**src/wcus_pkg.sv**
```systemverilog
// shared types and constants of the windowed conservative-update sketch
`timescale 1ns / 1ps

package wcus_pkg;

    localparam int CNT_W   = 31;
    localparam int WIN_W   = 16;
    localparam int IDX_W   = 10;
    localparam int CELL_W  = 15;
    localparam int MODE_W  = 2;
    localparam int LB_W    = 16;
    localparam int TAG_W   = 16;

    localparam int INDEX_INPUTS = 4;
    // compare-subtract steps that bring a 10-bit index below any width of 16 or more
    localparam int RED_STEPS = 6;

    localparam logic [CELL_W-1:0] CELL_MAX  = 15'h7FFF;
    localparam logic [WIN_W-1:0]  WIN_RESET = 16'd1024;

    localparam logic [MODE_W-1:0] MODE_INSERT = 2'd0;
    localparam logic [MODE_W-1:0] MODE_QUERY  = 2'd1;
    localparam logic [MODE_W-1:0] MODE_CLEAR  = 2'd2;

    typedef struct packed {
        logic             start;
        logic [CNT_W-1:0] dividend;
        logic [WIN_W-1:0] divisor;
    } div_req_t;

    typedef struct packed {
        logic             done;
        logic [CNT_W-1:0] quot;
        logic [WIN_W-1:0] rem;
    } div_rsp_t;

endpackage

```
**src/wcus_div.sv**
```systemverilog
// restoring divider, one quotient bit per cycle
`timescale 1ns / 1ps

module wcus_div (
    input  logic                aclk,
    input  logic                aresetn,
    input  wcus_pkg::div_req_t  req,
    output wcus_pkg::div_rsp_t  rsp
);

    localparam int STEP_W = $clog2(wcus_pkg::CNT_W);

    logic                         busy_reg, busy_next;
    logic                         done_reg, done_next;
    logic [STEP_W-1:0]            cnt_reg, cnt_next;
    logic [wcus_pkg::CNT_W-1:0]   quo_reg, quo_next;
    logic [wcus_pkg::WIN_W-1:0]   rem_reg, rem_next;
    logic [wcus_pkg::WIN_W-1:0]   dvs_reg, dvs_next;
    logic [wcus_pkg::WIN_W:0]     trial;
    logic [wcus_pkg::WIN_W:0]     diff;
    logic                         fits;

    always_comb begin
        trial = {rem_reg, quo_reg[wcus_pkg::CNT_W-1]};
        diff  = trial - {1'b0, dvs_reg};
        fits  = (trial >= {1'b0, dvs_reg});

        busy_next = busy_reg;
        done_next = 1'b0;
        cnt_next  = cnt_reg;
        quo_next  = quo_reg;
        rem_next  = rem_reg;
        dvs_next  = dvs_reg;

        if (req.start) begin
            busy_next = 1'b1;
            cnt_next  = '0;
            quo_next  = req.dividend;
            rem_next  = '0;
            dvs_next  = req.divisor;
        end else if (busy_reg) begin
            quo_next = {quo_reg[wcus_pkg::CNT_W-2:0], fits};
            rem_next = fits ? diff[wcus_pkg::WIN_W-1:0] : trial[wcus_pkg::WIN_W-1:0];
            cnt_next = cnt_reg + 1'b1;
            if (cnt_reg == STEP_W'(wcus_pkg::CNT_W - 1)) begin
                busy_next = 1'b0;
                done_next = 1'b1;
            end
        end
    end

    always_ff @(posedge aclk) begin
        if (!aresetn) begin
            busy_reg <= 1'b0;
            done_reg <= 1'b0;
            cnt_reg  <= '0;
        end else begin
            busy_reg <= busy_next;
            done_reg <= done_next;
            cnt_reg  <= cnt_next;
        end
    end

    always_ff @(posedge aclk) begin
        quo_reg <= quo_next;
        rem_reg <= rem_next;
        dvs_reg <= dvs_next;
    end

    assign rsp.done = done_reg;
    assign rsp.quot = quo_reg;
    assign rsp.rem  = rem_reg;

endmodule

```
**config.mk**
```make
export PLATFORM = sky130hd
export DESIGN_NAME = wcus_div
export DESIGN_NICKNAME = d
export VERILOG_FILES = /design/src/wcus_pkg.sv /design/src/wcus_div.sv
export SDC_FILE = /design/constraint.sdc
export NUM_CORES = 1
export LEC_CHECK = 0
export BUFFER_PORTS_ARGS = -buffer_cell sky130_fd_sc_hd__buf_2
export CAP_MARGIN = 10
export CELL_PAD_IN_SITES_DETAIL_PLACEMENT = 0
export CELL_PAD_IN_SITES_GLOBAL_PLACEMENT = 1
export CORE_MARGIN = 2
export CORE_UTILIZATION = 30
export CTS_CLUSTER_SIZE = 24
export DETAILED_ROUTE_END_ITERATION = 8
export PLACE_DENSITY = 0.6
export SLEW_MARGIN = 20
export SYNTH_ARGS = -nofsm -noshare
export SYNTH_HDL_FRONTEND = slang
export SYNTH_SLANG_ARGS = --single-unit
```
**constraint.sdc**
```tcl
create_clock -name aclk -period 6.5 [get_ports aclk]
set_clock_uncertainty 0.2 [all_clocks]
set_input_delay 0.325 -clock aclk [delete_from_list [all_inputs] [get_ports aclk]]
set_output_delay 0.325 -clock aclk [all_outputs]
set_load 0.1 [all_outputs]
```
==> results.md <==
* Total gr overflow at 0
* R2R Path End: rem_reg[14]
* I/O pin count at 98
* Number of enable flip-flop cells after synthesis at 47
* Total negative slack at 0 ps
* Synth top cells by count: 47 x edfxtp_1, 30 x mux2_2, 23 x dfxtp_1, 23 x nor2_1
* Worst rel slew slack at 0.477
* CTS buffer count at 9
* Root buf cell: clkbuf_16
* Top post-synthesis cells by area: edfxtp_1 38%, dfxtp_1 12%, mux2_2 9.1%, ha_1 6.1%, nor2_1 2.3%
* Met2 Wirelength at between 3000 and 4000 µm
* Crit path launch: quo_reg[30]
* Maximum VDD drop at 0.177 mV
* Worst-path maximum fanout at 3
* Placed cell area at 4360 µm²
* Worst Max-Slew Pin Slew at 785 ps
* Worst setup EP type: flop
* Type of the worst setup path: flop to flop
* Critical Path AT at 2830 ps
* Fin crit share at 0.437
* Initial drt markers at 166
* Worst setup margin at 3660 ps
* Max_cap viols at 0
* DRT antenna net count at 0
* Hold Fails Final Rpt at 0
* Post-Syn Nets at 391
* Setup crit start kind: flop
* Final nets at just over 500
* Layout cells sized above 1 at 0.356
* H-tree depth at 3
* Largest register FFs at 31
* Starting density of the core at 0.308
* Post-detail-place hpwl at 6020 µm
* Vias post-DR at 2,862
* Final wirelength at 8600 µm
* CTS tree: yes
* Mapped Cells at 322
* Yosys top cell area share at 0.380
* Vias in the first global route at 2,884
* Core Area at 12,100 µm²
* Via density at 4.70
* Syn Area/Cell at 11.5 µm²
* Synth area leader: edfxtp_1
* Clock Pin Slew Worst Setup and Hold Paths at 60 ps
* DRC at 0
* # rows at 40
* Final setup fails at 0
* Met1 wire length at 4000 µm
* Highest metal used: met4
* FFs w/ async S/R, synth at 0
* Die area at 13,300 µm²
* FMAX at 352 MHz
* Die Y at 115 µm
* Largest net degree at the start of global routing at 64
* Final Cell Area at 4850 µm²
* IO buf count at 97
* Final GP Congestion at 0.757
* First-pass GRT wire length at 14,400 µm
* Initial antenna violation count at 0
* Metal3 WL at 602 µm
* End of the critical path: rem_reg[14]
* Outcome: finished clean
* Placed cell count at 577
* Flops & latches, synth at 70
* Yosys cell types at between 50 and 60
* Pwr dens at 309 nW/µm²
* Top FF cell, synth: edfxtp_1
* Shortest period the worst path allows at ~2800 ps
* RSZ-0062 raised after global routing: no
* R2R Path Start: quo_reg[30]
* Number of hold buffers added after CTS at 16
* ANT cells at 0
* R2r setup slk at about 3700 ps
* Ys Warns at 0
* # Post-CTS Setup Buffers at 0
* Area growth from synthesis to layout at 30.8%
* Clock Path Buffers at 2
* Cts repair resizes at 0
* Pleak at between 2 and 2.5 nW
* Post-route insts no fill at 609
* Worst min path class: input pin to flop
* Worst hold margin at 21.4 ps
* Worst r2r path cells at 9
* Worst Path Required at about 6500 ps
* First-pass DRT Iterations at 5
* Die width at 115 µm
* Slew Viols, Final at 0
* Clk_lat worst skew at 340 ps
* Cell Area, Synth at approximately 3700 µm²
* Wirelength per Cell at between 10 and 15 µm
* CTS sink count at 70
* Count leader, synth: edfxtp_1
* Gr usage total at 0.142
* Dpl ws at 3530 ps
* Sequential area share after synthesis at 0.505
[how the worst min path moves through the flow]
stage / startpoint / end / slack (ps) / depth (start not counted)
floorplan: req[0] / dvs_reg[0] / 220 / 0
global placement: cnt_reg[4] / cnt_reg[4] / 300 / 2
detailed placement: req[14] / dvs_reg[14] / 300 / 1
CTS: aresetn / busy_reg / 10 / 2
global route: aresetn / busy_reg / 10 / 2
finish: aresetn / busy_reg / 20 / 2
[per-layer routing]
| metal | vias up | track usage |
|---|---|---|
| met5 | - | 0 |
| met4 | 0 | 0.0490 |
| met3 | 9 | 0.0622 |
| met2 | 85 | 0.215 |
| met1 | 1326 | 0.181 |
| li1 | 1442 | - |
[critical path, stage by stage (launching register included)]
cell,delay [ps]
edfxtp_1,380
inv_1,60
ha_1,220
fa_1,420
nor2b_1,220
o31ai_1,150
a2111oi_0,540
nor3_1,100
o31ai_1,290
a211oi_1,110
[cells by family (layout without fill, tap and decap cells)]
family | Yosys count | in the layout | synth area share
DFF | 70 | 70 | 0.505
adders and majority gates | 19 | 19 | 0.0661
and+or+nand+nor | 82 | 82 | 0.113
muxes | 33 | 33 | 0.0992
xor gates and xnor gates | 15 | 15 | 0.0354
buffers and inverters | 35 | 154 | 0.0395
AOI/OAI and AO/OA | 68 | 68 | 0.142
[final cells by class]
type | count | area [µm²]
inverter | 22 | 82.6
sequential | 70 | 1870
multi-input combinational | 217 | 1690
fill | 1180 | 7210
clock buffer | 9 | 225
timing repair buffer | 116 | 668
clock inverter | 7 | 104
tap | 168 | 210
[placed cells by master (no fill, tap or decap), types with 4 or more instances in the layout]
cell type and instances:
inv_1 22, a21oi_1 11, buf_2 97, a211oi_1 4, nand3_1 7, xnor2_1 8
and3_1 6, nor3_1 4, clkbuf_16 9, o21ai_0 9, mux2_2 30, a311oi_1 7
edfxtp_1 47, dlygate4sd3_1 16, ha_1 18, xor2_1 7, nor2_1 23, dfxtp_1 23
a31oi_1 5, nor2b_1 5, a21o_1 4, nand2_1 22
[report_power, final]
part | total [mW] | internal (mW) | leakage (nW) | switching, mW
sequential | 0.540 | 0.519 | 0.657 | 0.0211
combinational | 0.417 | 0.106 | 1.24 | 0.311
clock | 0.541 | 0.340 | 0.161 | 0.201
[metrics by stage]
| step | power (mW) | utilization |
|---|---|---|
| CTS | 1.52 | 0.402 |
| global route | 1.57 | 0.402 |
| finish | 1.50 | 0.402 |
| floorplan | 0.885 | - |
| global placement | 0.961 | 0.362 |
| detailed placement | 0.961 | 0.362 |
Note: power is estimated with default switching activity, not from simulation.
